File: src/hw/rtl/copf_pkg.sv
// ----------------------------------------------------------------------------
// copf_pkg
// Shared widths, register indexes and decision codes for the core online policy.
// ----------------------------------------------------------------------------
package copf_pkg;

	localparam int FREQ_W  = 22;
	localparam int LIMIT_W = 3;
	localparam int DELAY_W = 16;
	localparam int MASK_W  = 4;
	localparam int FIELDS  = 4;

	localparam int IN_W  = 88;   // four frequencies, already whole bytes
	localparam int OUT_W = 48;   // 44 bits of fields, padded to six bytes
	localparam int CFG_IDX_W  = 2;
	localparam int CFG_DATA_W = 22;

	typedef enum logic [CFG_IDX_W-1:0] {
		REG_TOP_FREQ    = 2'd0,
		REG_CORE_LIMIT  = 2'd1,
		REG_SHORT_DELAY = 2'd2,
		REG_LONG_DELAY  = 2'd3
	} reg_idx_t;

	typedef enum logic [1:0] {
		DEC_NONE    = 2'd0,
		DEC_ALL_UP  = 2'd1,
		DEC_ONE_UP  = 2'd2,
		DEC_ONE_DN  = 2'd3
	} decision_t;

	localparam logic [FREQ_W-1:0]  TOP_FREQ_RST    = 22'd1190400;
	localparam logic [LIMIT_W-1:0] CORE_LIMIT_RST  = 3'd4;
	localparam logic [DELAY_W-1:0] SHORT_DELAY_RST = 16'd600;
	localparam logic [DELAY_W-1:0] LONG_DELAY_RST  = 16'd1000;

endpackage

File: src/hw/rtl/core_online_policy_by_frequency.sv
// ----------------------------------------------------------------------------
// core_online_policy_by_frequency
// Per-tick core hotplug decision from the peak frequency of the online cores.
// ----------------------------------------------------------------------------
// Each input beat passes the input register, then the result register.
// Throughput: one tick per cycle unless m_tready is low; the online mask, previous peak
// and delay flag update as the tick leaves the input register, so the next tick sees them.
// Reset: all cores online, previous peak zero, short delay, registers at defaults.
module core_online_policy_by_frequency #(
	parameter int NUM_CORES = 4
) (
	input  logic                              clk,
	input  logic                              arst_n,
	// freq_core0, freq_core1, freq_core2, freq_core3 (22 bits each)
	input  logic                              s_tvalid,
	output logic                              s_tready,
	input  logic [copf_pkg::IN_W-1:0]         s_tdata,
	// online_cores[3:0], decision[5:4], next_delay_ms[21:6], peak_frequency[43:22]
	output logic                              m_tvalid,
	input  logic                              m_tready,
	output logic [copf_pkg::OUT_W-1:0]        m_tdata,
	input  logic                              cfg_valid,
	output logic                              cfg_ready,
	input  logic [copf_pkg::CFG_IDX_W-1:0]    cfg_index,
	input  logic [copf_pkg::CFG_DATA_W-1:0]   cfg_data
);

	localparam int FW = copf_pkg::FREQ_W;

	// configuration
	logic [FW-1:0]                     top_freq_q;
	logic [copf_pkg::LIMIT_W-1:0]      core_limit_q;
	logic [copf_pkg::DELAY_W-1:0]      short_delay_q;
	logic [copf_pkg::DELAY_W-1:0]      long_delay_q;

	// policy state
	logic [NUM_CORES-1:0]              mask_q;
	logic [FW-1:0]                     prev_peak_q;
	logic                              last_long_q;

	// pipeline
	logic                              valid_s1;
	logic [copf_pkg::IN_W-1:0]         data_s1;
	logic                              out_valid_q;
	logic [copf_pkg::OUT_W-1:0]        out_data_q;
	logic                              advance;

	// tick evaluation
	logic [FW-1:0]                     freq_in [copf_pkg::FIELDS];
	logic [FW-1:0]                     peak;
	logic [copf_pkg::LIMIT_W-1:0]      lim_eff;
	logic [NUM_CORES-1:0]              allow;
	logic [NUM_CORES-1:0]              mask_base;
	logic [NUM_CORES-1:0]              mask_next;
	copf_pkg::decision_t               decision;
	logic                              go_long;
	logic                              up_found;
	logic                              dn_found;
	logic [copf_pkg::MASK_W-1:0]       online4;
	logic [copf_pkg::DELAY_W-1:0]      delay;

	assign cfg_ready = 1'b1;
	assign advance   = !out_valid_q || m_tready;
	assign s_tready  = !valid_s1 || advance;
	assign m_tvalid  = out_valid_q;
	assign m_tdata   = out_data_q;

	always_ff @(posedge clk or negedge arst_n) begin
		if (!arst_n) begin
			top_freq_q    <= copf_pkg::TOP_FREQ_RST;
			core_limit_q  <= copf_pkg::CORE_LIMIT_RST;
			short_delay_q <= copf_pkg::SHORT_DELAY_RST;
			long_delay_q  <= copf_pkg::LONG_DELAY_RST;
		end else if (cfg_valid) begin
			case (cfg_index)
				copf_pkg::REG_TOP_FREQ:    top_freq_q    <= cfg_data;
				copf_pkg::REG_CORE_LIMIT:  core_limit_q  <= cfg_data[copf_pkg::LIMIT_W-1:0];
				copf_pkg::REG_SHORT_DELAY: short_delay_q <= cfg_data[copf_pkg::DELAY_W-1:0];
				copf_pkg::REG_LONG_DELAY:  long_delay_q  <= cfg_data[copf_pkg::DELAY_W-1:0];
				default: ;
			endcase
		end
	end

	always_comb begin
		for (int j = 0; j < copf_pkg::FIELDS; j++)
			freq_in[j] = data_s1[j*FW +: FW];
	end

	always_comb begin
		lim_eff = (core_limit_q == '0) ? copf_pkg::LIMIT_W'(1) : core_limit_q;
		for (int i = 0; i < NUM_CORES; i++)
			allow[i] = (copf_pkg::LIMIT_W'(i) < lim_eff);
	end

	// peak over online cores; cores beyond the four fields read as zero
	always_comb begin
		peak = '0;
		for (int i = 0; i < NUM_CORES; i++) begin
			if (i < copf_pkg::FIELDS) begin
				if (mask_q[i] && freq_in[2'(i)] > peak)
					peak = freq_in[2'(i)];
			end
		end
	end

	always_comb begin
		decision  = copf_pkg::DEC_NONE;
		go_long   = 1'b0;
		mask_base = mask_q;
		if (peak == top_freq_q) begin
			mask_base = mask_q | allow;
			decision  = copf_pkg::DEC_ALL_UP;
		end else if (peak > prev_peak_q) begin
			decision = copf_pkg::DEC_ONE_UP;
		end else if (peak == prev_peak_q) begin
			if (last_long_q)
				decision = copf_pkg::DEC_ONE_DN;
			else
				go_long = 1'b1;
		end else begin
			decision = copf_pkg::DEC_ONE_DN;
			go_long  = last_long_q;
		end
	end

	// lowest core from index one up, moved only when allowed; core 0 never changes here
	always_comb begin
		mask_next = mask_base;
		up_found  = 1'b0;
		dn_found  = 1'b0;
		for (int i = 1; i < NUM_CORES; i++) begin
			if (decision == copf_pkg::DEC_ONE_UP && !up_found && !mask_base[i]) begin
				up_found = 1'b1;
				if (allow[i])
					mask_next[i] = 1'b1;
			end
			if (decision == copf_pkg::DEC_ONE_DN && !dn_found && mask_base[i]) begin
				dn_found = 1'b1;
				if (allow[i])
					mask_next[i] = 1'b0;
			end
		end
	end

	always_comb begin
		online4 = '0;
		for (int j = 0; j < NUM_CORES; j++) begin
			if (j < copf_pkg::MASK_W)
				online4[2'(j)] = mask_next[j];
		end
		delay = go_long ? long_delay_q : short_delay_q;
	end

	always_ff @(posedge clk or negedge arst_n) begin
		if (!arst_n) begin
			valid_s1    <= 1'b0;
			out_valid_q <= 1'b0;
			mask_q      <= '1;
			prev_peak_q <= '0;
			last_long_q <= 1'b0;
		end else begin
			if (s_tready)
				valid_s1 <= s_tvalid;
			if (advance)
				out_valid_q <= valid_s1;
			if (valid_s1 && advance) begin
				mask_q      <= mask_next;
				prev_peak_q <= peak;
				last_long_q <= go_long;
			end
		end
	end

	always_ff @(posedge clk) begin
		if (s_tready && s_tvalid)
			data_s1 <= s_tdata;
		if (valid_s1 && advance)
			out_data_q <= {4'b0000, peak, delay, decision, online4};
	end

endmodule

File: config.mk
export PLATFORM = sky130hd
export DESIGN_NAME = core_online_policy_by_frequency
export DESIGN_NICKNAME = d
export VERILOG_FILES = /design/src/hw/rtl/copf_pkg.sv /design/src/hw/rtl/core_online_policy_by_frequency.sv
export SDC_FILE = /design/constraint.sdc
export NUM_CORES = 1
export LEC_CHECK = 0
export ABC_AREA = 0
export BUFFER_PORTS_ARGS = -buffer_cell sky130_fd_sc_hd__buf_2
export CORE_MARGIN = 2
export CORE_UTILIZATION = 55
export CTS_CLUSTER_DIAMETER = 50
export DETAILED_ROUTE_END_ITERATION = 10
export PLACE_DENSITY = 0.76
export SYNTH_ARGS = -nofsm -noshare
export SYNTH_HDL_FRONTEND = slang
export SYNTH_SLANG_ARGS = --single-unit
File: constraint.sdc
create_clock -name clk -period 7.15 [get_ports clk]
set_input_delay 0.715 -clock clk [delete_from_list [all_inputs] [get_ports clk]]
set_output_delay 0.715 -clock clk [all_outputs]
set_load 0.005 [all_outputs]
==> results of run 1 <==
[final cells by class]
| class | instances | area (um^2) |
|---|---|---|
| multi-input combinational | 413 | 3190 |
| fill | 1113 | 4980 |
| inverter | 49 | 184 |
| sequential | 169 | 4680 |
| clock inverter | 14 | 174 |
| clock buffer | 18 | 429 |
| timing repair buffer | 124 | 668 |
| tap | 184 | 230 |
[sequential cells by signal, indices dropped and copies added, names as in the netlist]
name / flops
valid_s1: 1
mask_q: 2
core_limit_q: 2
m_tvalid: 1
short_delay_q: 16
last_long_q: 1
m_tdata: 42
data_s1: 44
top_freq_q: 22
long_delay_q: 16
prev_peak_q: 22
[cells by family after synthesis]
| kind of cell | after synthesis |
|---|---|
| AO/OA/AOI/OAI | 127 |
| XOR/XNOR | 11 |
| adder cells (fa/ha/maj) | 45 |
| buffers and inverters | 73 |
| flip-flops | 169 |
| multiplexers | 78 |
| other | 2 |
| AND/OR/NAND/NOR | 145 |
[how the worst max path moves through the flow]
stage / from / end / slack (ns)
6_report: mask_q[0]$_DFFE_PN1P_ / m_tdata[8]$_DFFE_PP_ / 0.64
5_1_grt: mask_q[0]$_DFFE_PN1P_ / m_tdata[7]$_DFFE_PP_ / 0.15
4_1_cts: mask_q[0]$_DFFE_PN1P_ / m_tdata[8]$_DFFE_PP_ / 0.50
3_5_place_dp: mask_q[0]$_DFFE_PN1P_ / m_tdata[8]$_DFFE_PP_ / 0.47
3_3_place_gp: mask_q[0]$_DFFE_PN1P_ / m_tdata[8]$_DFFE_PP_ / 0.64
2_1_floorplan: mask_q[0]$_DFFE_PN1P_ / m_tdata[11]$_DFFE_PP_ / 1.40
[per-stage QoR]
stage	utilization, %	instance area, um^2	instances
after floorplan	-	8170	655
after global placement	61.4	8930	938
after detailed placement	61.4	8930	938
after CTS	65.6	9530	970
after global routing	65.7	9550	971
final	65.7	9550	971
[cell usage after synthesis, drive strengths merged (4+ instances only)]
library cell / number / share of area, %
xnor2: 4 / 0.43
a221oi: 4 / 0.43
nor3: 4 / 0.25
nand2: 66 / 3.0
nor2: 17 / 0.87
inv: 49 / 2.3
clkbuf: 14 / 0.64
nand4: 9 / 0.77
dfrtp: 65 / 20
nand3: 11 / 0.74
dfstp: 18 / 5.8
xor2: 7 / 0.75
buf: 10 / 0.97
nor4: 9 / 0.69
edfxtp: 86 / 32
o21ai: 46 / 2.8
a21o: 12 / 1.1
a21oi: 22 / 1.4
o21a: 4 / 0.37
o22ai: 8 / 0.61
mux2: 76 / 11
ha: 45 / 6.9
[critical path, stage by stage (launching register included)]
cell and delay, ns:
sky130_fd_sc_hd__dfstp_2 0.95, sky130_fd_sc_hd__nand2_1 0.27, sky130_fd_sc_hd__ha_1 0.38, sky130_fd_sc_hd__nand4_1 0.23
sky130_fd_sc_hd__or4_4 0.58, sky130_fd_sc_hd__o21ai_0 0.27, sky130_fd_sc_hd__nor2_2 0.11, sky130_fd_sc_hd__buf_12 0.18
sky130_fd_sc_hd__o21ai_0 0.33, sky130_fd_sc_hd__ha_1 0.32, sky130_fd_sc_hd__a21o_1 0.18, sky130_fd_sc_hd__a21oi_1 0.14
sky130_fd_sc_hd__o221ai_1 0.17, sky130_fd_sc_hd__a221oi_1 0.54, sky130_fd_sc_hd__o21a_1 0.16, sky130_fd_sc_hd__o21ai_0 0.10
sky130_fd_sc_hd__a221oi_1 0.44, sky130_fd_sc_hd__o21bai_1 0.19, sky130_fd_sc_hd__nor2_4 0.16, sky130_fd_sc_hd__buf_12 0.18
sky130_fd_sc_hd__mux2_2 0.35
[power groups by stage]
| stage | clock network, mW | registers, mW | logic [mW] |
|---|---|---|---|
| after global placement | 0 | 1.32 | 0.589 |
| final | 0.944 | 1.31 | 0.624 |
| after CTS | 0.954 | 1.31 | 0.621 |
| after floorplan | 0 | 1.30 | 0.414 |
| after global routing | 0.993 | 1.33 | 0.693 |
| after detailed placement | 0 | 1.32 | 0.616 |
[per-layer routing]
| metal | vias to the layer above | global-route usage [%] | wire [um] |
|---|---|---|---|
| met1 | 2755 | 33.9 | 8440 |
| met2 | 213 | 41.7 | 9330 |
| li1 | 2616 | - | - |
| met3 | 51 | 6.37 | 1280 |
| met5 | - | 0 | 0 |
| met4 | 0 | 10.6 | 704 |
==> run summary, run 1 <==
For the weighted congestion at the end of routability-driven global placement, the log shows 0.958. The repair_antennas step left the layout with diodes totalling 0. The cell at the root of the clock tree is sky130_fd_sc_hd__clkbuf_16. The path type of the worst min-delay path was primary input to async pin. Number of pins with negative max-slew slack in the final report: 0. The global-route wire length before repair is 31,100 um. The worst setup timing slack at the placement stage came out at 0.467 ns. The number of enable-type register cells in the synthesized netlist was 86; the share of layout cells above drive strength 1 was 33.5%. Summing the areas of all compound-gate instances in the mapped netlist gives 10.1% of the synthesized area.

The die height is 126 um. The run finished with clean final reports. For the number of nets with antenna violations after detailed routing, the log shows 0.

The logs give 5,833 for the number of global-route vias before repair and 28.5% for the headroom to the max-slew limit. The run gives 0 as the initial antenna violation count. In this run the register-to-register setup slack is 0.64 ns. The wire-length estimate of the detail-placed layout is 14,400 um. Counting flops and latches in the post-synthesis netlist gives 169.

Endpoint type of the worst setup path: a flip-flop. The detailed router finished its first iteration with 503 violations. Share of synthesized registers carrying an async set or reset: 49.1%.

In the layout the commonest cells are sky130_fd_sc_hd__buf_2, sky130_fd_sc_hd__edfxtp_1, sky130_fd_sc_hd__nand2_1, sky130_fd_sc_hd__mux2_2, sky130_fd_sc_hd__dfrtp_1. Synthesis produced 650 cells. Across all hold checks on the routed design, the worst slack comes to 0.158 ns. For the overall die area, the log shows 0.0158 mm^2. The worst path needs 6.51 ns of the cycle, external delays included.

The clock latency at the later pin of the worst-skew pair is 0.43 ns, and the count of cells resized by post-cts repair is 0. The tools report the worst reg2reg path endpoint as m_tdata[8]$_DFFE_PP_. For this design, the sink count on the clock tree is 169. In the routed layout, each cell is associated on average with a via count of 5.80. For the worst setup path, the data arrival time is 6.70 ns. The deepest level of the CTS H-tree was 4; the worst-path maximum fanout was 36. The core box area is 0.0145 mm^2. Net switching is 28.7% of the power.

For this design the total switching power over the nets is 0.826 mW. The post-synthesis simple-gate area fraction came out at 9.28%. The post-synthesis instance area is 0.00816 mm^2, and the detailed-route wire length is 19,800 um. 168 I/O pins were placed. The run gives 32.8% as the clock share of power. After synthesis, the share of cell area in mux cells is 11.2%.

In this run, post-CTS hold repair placed 0 buffers. The longest clock path from root to sink contains 2 buffers. Sequential cells account for 45.5% of the total power.

After synthesis, flip-flops and latches occupy 57.4% of the total area. Leaving out fill and tap cells, the most frequent cell in the layout is sky130_fd_sc_hd__buf_2. Setup violations remaining at the end of the flow were counted as 0. The tools report the remaining global-route overflow as 0. Buffers placed on the I/O ports in this run total 116.

Summing the areas of all fa, ha and maj instances in the mapped netlist gives 6.90% of the synthesized area. The smallest setup slack after layout is 0.637 ns, and the post-synthesis to final-layout area growth is 17.1%. Across every metal layer, demand over resource in global routing totals 25.9%. At the pin with the least slew margin, the transition time is 1.07 ns. Setup repair after global routing left no endpoint under its margin.

The clock tree skew after final layout is 0.00777 ns. By startpoint and endpoint, the worst setup path is classified as flip-flop to flip-flop. In this run the mean area of a mapped cell was 12.5 um^2. The logs give 0.154 GHz for the achievable clock frequency and 5,635 for the overall via count from detail_route.

The run gives 56.1% as the initial core utilization. The clock transition at the registers of the reported paths was 0.07 ns. In this run the static leakage power is 4.09 nW. The tools report the launching element type of the critical path as a flip-flop. Buffers added to address setup during post-CTS repair amount to 0. Max-cap violations in this run came to 0. The final worst-path cycle share is 91.1%. After synthesis, the largest family of logic cells by area is multiplexers. The run gives 936 as the count of nets after finishing. Internal power comes to 2.05 mW. In this run, distinct cell masters in the synthesized netlist total 66. The total count of hold-check failures in the final report was 0. Counting the buffers created by CTS gives 17. Start of the worst register-to-register path: mask_q[0]$_DFFE_PN1P_. TritonCTS built the clock tree. The tools report the data required time of the worst path as 7.33 ns.

In the final routed layout, each cell accounts on average for 20.4 um. Leading register cell type out of synthesis: sky130_fd_sc_hd__edfxtp_1. For the worst flop-to-flop path, the logic depth is 20.

The xor and xnor fraction of the mapped netlist area came out at 1.18%. The die outline width is 126 um. The initialized floorplan defines 44 standard-cell rows. The residual DRC count is 0, and the overall power consumption is 2.88 mW.

Of the total power, combinational logic draws 21.7%. The detailed-routing iteration count for the pre-antenna-repair pass was 5. The number of warnings issued by yosys was 0; the worst vdd rail ir drop was 184 uV. The power density over cell area was 301 mW/mm^2. The maximum number of pins on one net before global-route repair was 67. Adding up every negative setup slack in the final design gives 0 ns.
Power figures use the tool's default switching activity.
==> run 2, diff against run 1 <==
CELL_PAD_IN_SITES_DETAIL_PLACEMENT = 0   (was default)
CELL_PAD_IN_SITES_GLOBAL_PLACEMENT = 1   (was default)
CORE_UTILIZATION = 44   (was 55)
==> run 2 against run 1 <==
Against the previous run:
- the run now ends with design-rule violations left
- wire length fell by 0.30%
- register-to-register slack gained 0.099 ns
- sequential power about the same
- combinational power is 2% lower
- critical path type unchanged
- die area up 24%
- utilization is 13 points lower
- largest cell class unchanged
- critical endpoint is now m_tdata[7]$_DFFE_PP_
- power fell by 3.0%
- first-iteration DRC count down 20%
- clock power decreased by 7.4%
==> run summary, run 2 (synthesized netlist as in run 1, its figures left out) <==
The flow ran to the end, but the final reports show violations. The final reports fail on design-rule violations. The worst setup path is of the flip-flop to flip-flop kind. The number of maximum-capacitance violations was 0 (unchanged). Setup repair after global routing left no endpoint under its margin. The number of nets with antenna violations after detailed routing came out at 0 (unchanged).

For the data arrival time at the worst-slack endpoint, the log shows 6.58 ns (-0.12 ns). The worst-path maximum fanout was 40 (+11%); the share of layout cells above drive strength 1 was 33.3% (-0.21 points). The weighted congestion at the end of routability-driven global placement was 0.917 (-4.3%).

The number of global-route vias before repair was 5,617 (-3.7%). Final worst-path cycle share: 89.7% (-1.4 points). The path type of the worst min-delay path was primary input to async pin. The launching element type of the critical path was a flip-flop. The power density over cell area came out at 293 mW/mm^2 (-2.9%).

The clock latency at the later pin of the worst-skew pair is 0.42 ns (about the same), and the final cell area excluding filler cells is 0.00954 mm^2 (-0.10%). The run gives 935 (-0.11%) as the count of nets after finishing. The tools report the portion of total power attributed to combinational logic as 21.9% (+0.2 points).

The maximum number of pins on one net before global-route repair is 71 (+6.0%). The run gives 167 uV (-9.0%) as the worst vdd rail ir drop. The transition time at the pin with the least slew margin works out to 1.06 ns (-0.0157 ns).

The per-cell via count in the routed design is 5.40 (-7.0%), and the amount of wire on met3 after detailed routing is 1180 um (-8.0%). The run gives 46.7% (+1.2 points) as the proportion of power drawn by flip-flops and latches. Ranked by flip-flop count, first place goes to data_s1. For the multi-input gate area in the final layout, the log shows 0.00319 mm^2 (unchanged). The die height came out at 140 um (+11%).

The top cell types in the final layout, fill and taps aside, are sky130_fd_sc_hd__buf_2, sky130_fd_sc_hd__edfxtp_1, sky130_fd_sc_hd__nand2_1, sky130_fd_sc_hd__mux2_2, sky130_fd_sc_hd__dfrtp_1. The final HPWL from detailed placement is 14,900 um (+3.4%). The number of placed I/O pins was 168 (unchanged). For the headroom to the max-slew limit, the log shows 29.6% (+1.0 points). TritonCTS built the clock tree.

The count of endpoints failing setup in the final report is 0 (unchanged), and the routed metal-1 wirelength is 8850 um (+4.8%). The clock transition at the registers of the reported paths is 0.07 ns (about the same), and the number of pins with negative max-slew slack in the final report is 0 (unchanged). The initial core utilization was 45.1% (-11 points); the deepest level of the CTS H-tree was 4 (unchanged). Switching power as a share of total power: 29.2% (+0.53 points). The global-route wire length before repair came out at 31,500 um (+1.2%). The overall via count from detail_route is 5,479 (-2.8%).

The leading cell type in the layout, fill and taps excluded was sky130_fd_sc_hd__buf_2. The tools report the initial antenna violation count as 0 (unchanged). Clock tree skew after final layout: 0.0133 ns (+0.00557 ns). The minimum clock period after layout works out to 6.41 ns (-0.0989 ns).

For the core box area, the log shows 0.0181 mm^2 (+24%). The logs give 0 (unchanged) for the total count of hold-check failures in the final report and 169 (unchanged) for the number of clock sinks. The cell area reported after detailed placement is 0.00899 mm^2 (+0.63%). Maximum count of clock buffers along a single path: 2 (unchanged). Static power due to leakage: 4.06 nW (-0.56%). The tools report the launching element of the worst setup path as mask_q[0]$_DFFE_PN1P_. The run gives 7.31 ns (-0.02 ns) as the data required time of the worst path. The tools report the start of the worst register-to-register path as mask_q[0]$_DFFE_PN1P_. The tools report the number of buffers added by the clock tree synthesis step as 17 (unchanged).

The cell sitting at the root of the clock tree is a sky130_fd_sc_hd__clkbuf_16. The detailed-routing iteration count for the pre-antenna-repair pass is 10 (+5). The post-synthesis to final-layout area growth is 17.0%. The worst setup path is captured at a flip-flop. The accumulated negative setup slack was 0 ns (unchanged).

The overall die area came out at 0.0196 mm^2 (+24%). The tools report the sequential standard cell area as 0.00469 mm^2 (about the same). The average wire length per cell after detail routing was 19.4 um (-4.6%). The antenna diode count is 0 (unchanged), and the total met2 wirelength after detailed routing is 9410 um (+0.81%). The site row count is 49 (+11%). The number of DRC markers in iteration 0 is 400 (-20%), and the power dissipated by switching net loads is 0.816 mW (-1.2%). The highest signal layer in the routed design was met4. The number of fill cells was 1,547 (+39%).

The combined global-route utilization of all metal layers was 21.1% (-4.7 points). The count of buffers inserted at the top-level ports was 116 (unchanged); the residual DRC count was 5 (+5). The run gives 31.3% (-1.5 points) as the clock share of power. The number of flip-flops under the largest register name is 44 (unchanged). The die outline width was 140 um (+11%); the remaining global-route overflow was 0 (unchanged).

For the count of buffers added by post-CTS timing repair for setup, the log shows 0 (unchanged). The internal power summed over all cells was 1.98 mW (-3.7%); the achievable clock frequency was 0.156 GHz (+1.5%). Detailed-route wire length: 19,700 um (-0.30%).
==> run 2: worst max-delay path, stage by stage (launching register included) <==
cell and delay, ns:
sky130_fd_sc_hd__dfstp_4 0.84, sky130_fd_sc_hd__nand2_1 0.22, sky130_fd_sc_hd__ha_1 0.35, sky130_fd_sc_hd__nand4_1 0.22, sky130_fd_sc_hd__or4_4 0.58, sky130_fd_sc_hd__o21ai_0 0.28, sky130_fd_sc_hd__nor2_2 0.11, sky130_fd_sc_hd__buf_12 0.18
sky130_fd_sc_hd__o21ai_0 0.35, sky130_fd_sc_hd__ha_1 0.33, sky130_fd_sc_hd__a21o_1 0.18, sky130_fd_sc_hd__a21oi_1 0.15, sky130_fd_sc_hd__o221ai_1 0.19, sky130_fd_sc_hd__a221oi_1 0.51, sky130_fd_sc_hd__o21a_1 0.16, sky130_fd_sc_hd__o21ai_0 0.11
sky130_fd_sc_hd__a221oi_1 0.40, sky130_fd_sc_hd__o21bai_1 0.18, sky130_fd_sc_hd__nor2_4 0.11, sky130_fd_sc_hd__buf_4 0.30, sky130_fd_sc_hd__mux2_2 0.37
==> run 2: timing repair <==
| item | in CTS | in global routing |
|---|---|---|
| resized for setup | 0 | 1 |
| endpoints found under the setup margin | 0 | 6 |
| hold buffers | 0 | 0 |
==> run 2: power groups by stage <==
stage / clock network [mW] / registers [mW] / logic, mW
final: 0.874 / 1.31 / 0.613
after global routing: 0.936 / 1.32 / 0.692
after CTS: 0.892 / 1.31 / 0.617
after detailed placement: 0 / 1.32 / 0.614
after global placement: 0 / 1.32 / 0.594
after floorplan: 0 / 1.30 / 0.414
==> run 2: path summary, 6_finish.rpt <==
| path | slack [ns] | end | cells past startpoint |
|---|---|---|---|
| hold reg to reg | 0.49 | m_tvalid$_DFFE_PN0P_ | 1 |
| setup reg to reg | 0.74 | m_tdata[7]$_DFFE_PP_ | 20 |
| hold / removal | 0.13 | prev_peak_q[16]$_DFFE_PN0P_ | 1 |
| setup / recovery | 0.74 | m_tdata[7]$_DFFE_PP_ | 20 |
| max in group asynchronous | 5.87 | top_freq_q[8]$_DFFE_PN0P_ | 2 |
| min in group clk | 0.46 | data_s1[27]$_DFFE_PP_ | 1 |
==> run 2: layout make-up <==
cell class / instances / share of cell area [%]
clock buffer: 18 / 4.50
multi-input combinational: 413 / 33.4
tap: 229 / 3.00
sequential: 169 / 49.1
inverter: 49 / 1.93
clock inverter: 14 / 1.30
timing repair buffer: 123 / 6.79
==> run 2: stage by stage <==
stage | worst slack [ns] | instances | power, mW | hold WS (ns) | util, %
after floorplan | 1.40 | 655 | 1.71 | 0.419 | -
after global placement | 0.552 | 983 | 1.91 | 0.463 | 49.7
after detailed placement | 0.529 | 983 | 1.94 | 0.470 | 49.7
after CTS | 0.466 | 1015 | 2.81 | 0.116 | 52.7
after global routing | 0.207 | 1015 | 2.95 | 0.125 | 52.8
final | 0.735 | 1015 | 2.79 | 0.134 | 52.8
==> run 2: per-layer routing <==
| layer | track usage (%) | vias up |
|---|---|---|
| met5 | 0 | - |
| met4 | 5.58 | 0 |
| met3 | 5.81 | 19 |
| met2 | 34.1 | 166 |
| met1 | 28.4 | 2678 |
| li1 | - | 2616 |
==> run 3, diff against run 2 <==
REMOVE_ABC_BUFFERS = 1   (was default)
==> run 3 against run 2 <==
Against the previous run:
- the run still ends with design-rule violations left
- register-to-register slack lost 0.19 ns
- via count rose by 2.2%
- critical path depth is 3 lower
- combinational power rose by 2%
- sequential power barely moved
- first-iteration DRC count down 3.8%
- clock-buffer cell count rose by 2
- power is 0.70% lower
- wire length increased by 0.84%
- flip-flop and latch count is the same
- worst hold slack improved by 0.068 ns
- utilization is 0.069 points higher
==> run summary, run 3 (synthesized netlist as in run 1, its figures left out) <==
The logs give 0.544 ns (-0.192 ns) for the smallest setup slack after layout and 173 uV (+3.3%) for the worst vdd rail ir drop. The logs give 0 ns (unchanged) for the accumulated negative setup slack and 0 (unchanged) for the count of buffers added by post-CTS timing repair for setup. The run gives 169 (unchanged) as the number of clock sinks. STA classifies the critical path endpoint as a flip-flop. The overall via count from detail_route is 5,599 (+2.2%), and the count of nets after finishing is 940 (+0.53%). Number of flip-flops under the largest register name: 44 (unchanged).

The final worst-path cycle share was 92.4% (+2.7 points). The tools report the number of nets with antenna violations after detailed routing as 0 (unchanged). Leaving out fill and tap cells, the most frequent cell in the layout is sky130_fd_sc_hd__buf_2. The final cell area excluding filler cells was 0.00956 mm^2 (+0.13%); the die outline width was 140 um (unchanged). The logs give 0 (unchanged) for the initial antenna violation count and 0.634 ns (+0.105 ns) for the worst setup timing slack at the placement stage.

The checks that failed: design-rule violations. The start of the worst register-to-register path was mask_q[0]$_DFFE_PN1P_. The antenna diode count is 0 (unchanged). The number of buffers added by the clock tree synthesis step is 17 (unchanged). For the total count of hold-check failures in the final report, the log shows 0 (unchanged). Setup repair after global routing left no endpoint under its margin. Deepest level of the CTS H-tree: 4 (unchanged). The transition time at the pin with the least slew margin was 1.08 ns (+0.0211 ns); the data required time of the worst path was 7.33 ns (+0.02 ns).

The number of buffer and inverter stages on the critical path was 2 (unchanged). The remaining global-route overflow was 0 (unchanged); the number of global-route vias before repair was 5,791 (+3.1%). The cell with the largest stage delay on the worst path was sky130_fd_sc_hd__dfstp_2.

The power density over cell area works out to 290 mW/mm^2 (-0.83%). The minimum clock period after layout came out at 6.61 ns (+0.192 ns). The top cell types in the final layout, fill and taps aside, are sky130_fd_sc_hd__buf_2, sky130_fd_sc_hd__edfxtp_1, sky130_fd_sc_hd__nand2_1, sky130_fd_sc_hd__mux2_2, sky130_fd_sc_hd__dfrtp_1. The headroom to the max-slew limit is 28.2% (-1.4 points), and the share of layout cells above drive strength 1 is 33.8% (+0.42 points). The clock transition at the registers of the reported paths works out to 0.07 ns (about the same).

The residual DRC count is 4 (-1), and the average wire length per cell after detail routing is 19.5 um (+0.34%). The critical path starts at mask_q[0]$_DFFE_PN1P_. Detailed-routing iteration count for the pre-antenna-repair pass: 10 (unchanged).

The final HPWL from detailed placement is 15,000 um (+0.75%). The initial core utilization is 45.1% (unchanged). The run gives 0.00987 ns (-0.00347 ns) as the clock tree skew after final layout. The per-cell via count in the routed design works out to 5.49 (+1.7%).

TritonCTS built the clock tree. For the achievable clock frequency, the log shows 0.151 GHz (-2.9%). The launching element type of the critical path is a flip-flop. For the core box area, the log shows 0.0181 mm^2 (unchanged). The global-route wire length before repair is 31,500 um (+0.20%). The combined global-route utilization of all metal layers came out at 21.1% (about the same).

Minimum hold slack: 0.202 ns (+0.0677 ns). The tools report the detailed-route wire length as 19,900 um (+0.84%). Register name with the most flops: data_s1. The cell repeated most along the worst path was sky130_fd_sc_hd__ha_1.

The static power due to leakage came out at 4.07 nW (+0.16%). The critical path in this run is classified as flip-flop to flip-flop. The end-of-flow core utilization is 52.8% (+0.069 points), and the number of DRC markers in iteration 0 is 385 (-3.8%).

Number of fill cells: 1,549 (+0.13%). The number of placed I/O pins is 168 (unchanged). Biggest cell delay along the critical path: 0.87 ns (+0.03 ns).

The site row count is 49 (unchanged), and the overall power consumption is 2.77 mW (-0.70%). The count of cells resized by post-cts repair was 0 (unchanged); the die height was 140 um (unchanged). The run finished, with violations left. The run gives 0 (unchanged) as the quantity of hold-fixing buffers added after cts. The data arrival time at the worst-slack endpoint came out at 6.78 ns (+0.20 ns). The family of cells with the greatest summed delay on the critical path is simple AND/OR/NAND/NOR gates.

The clock latency at the later pin of the worst-skew pair was 0.43 ns (about the same). The worst-path maximum fanout was 23 (-43%); the maximum number of pins on one net before global-route repair was 57 (-20%). The run gives 0 (unchanged) as the number of pins with negative max-slew slack in the final report. The count of buffers inserted at the top-level ports was 116 (unchanged). The run gives 0 (unchanged) as the count of endpoints failing setup in the final report.

The overall die area was 0.0196 mm^2 (unchanged). The cell area reported after detailed placement was 0.00902 mm^2 (+0.42%); the number of placed instances with taps included was 988 (+0.51%). Final cell count without fillers: 1,020 (+0.49%). Relative to the synthesized area, the layout overhead comes to 17.2%. The tools report the number of maximum-capacitance violations as 0 (unchanged).

The cell at the root of the clock tree was sky130_fd_sc_hd__clkbuf_16. Weighted congestion at the end of routability-driven global placement: 0.897 (-2.1%). The path type of the worst min-delay path was primary input to async pin. The signal on the critical path passes through nand2_1, ha_1, nand4_1, or4_4, o21ai_0, nor2_2, buf_4, o21ai_0, ha_1, nand4_1, nor4_1, and4_1, ha_1, o21bai_1, nor2_4, buf_12, mux2_2. Maximum count of clock buffers along a single path: 2 (unchanged).
==> run 3: cell types whose count changed in the layout (fill, tap and decap cells not counted) <==
cell and change:
sky130_fd_sc_hd__inv_4 +1, sky130_fd_sc_hd__dfstp_2 +1, sky130_fd_sc_hd__clkinv_2 -1, sky130_fd_sc_hd__clkinv_1 -2, sky130_fd_sc_hd__buf_4 +5, sky130_fd_sc_hd__clkinvlp_4 +1
sky130_fd_sc_hd__clkbuf_1 +2, sky130_fd_sc_hd__dfstp_4 -1, sky130_fd_sc_hd__bufinv_16 -1
==> run 3: power by group <==
part / leakage [nW] / internal [mW] / switching [mW] / total [mW]
Sequential: 1.82 / 1.21 / 0.0966 / 1.31
Clock: 0.257 / 0.449 / 0.390 / 0.839
Combinational: 1.99 / 0.292 / 0.333 / 0.625
Total: 4.07 / 1.95 / 0.820 / 2.77
==> run 3: metal layers <==
metal | vias to the layer above | part of all wire [%] | GRT usage, %
met5 | - | 0 | 0
met4 | 0 | 2.4 | 7.02
met3 | 30 | 5.1 | 4.51
met2 | 175 | 48 | 35.0
met1 | 2765 | 44 | 27.8
li1 | 2629 | - | -
==> run 3: final cells by class <==
cell class | instances | area [um^2] | share of cell area, %
Sequential cell | 169 | 4680 | 49.0
Tap cell | 229 | 287 | 3.00
Timing Repair Buffer | 128 | 686 | 7.18
Multi-Input combinational cell | 413 | 3190 | 33.3
Clock inverter | 12 | 95.1 | 0.995
Clock buffer | 20 | 437 | 4.57
Inverter | 49 | 184 | 1.92
==> run 3: path summary, 6_finish.rpt <==
path                                                  to  slack [ns]  cells after the start
hold reg to reg              prev_peak_q[12]$_DFFE_PN0P_        0.48                      2
setup reg to reg                    m_tdata[9]$_DFFE_PP_        0.54                     17
min in group clk                   data_s1[18]$_DFFE_PP_        0.46                      1
hold / removal             short_delay_q[15]$_DFFE_PN0P_        0.20                      1
setup / recovery                    m_tdata[9]$_DFFE_PP_        0.54                     17
max in group asynchronous    prev_peak_q[11]$_DFFE_PN0P_        5.88                      2
==> run 3: worst register-to-register path, delay by kind of cell, from the launching register on <==
kind	cells	cell delay, ns
multiplexers	1	0.37
AND/OR/NAND/NOR	8	2.62
AO/OA/AOI/OAI	3	1.16
flip-flops	1	0.87
buffers and inverters	2	0.42
adder cells (fa/ha/maj)	3	0.93
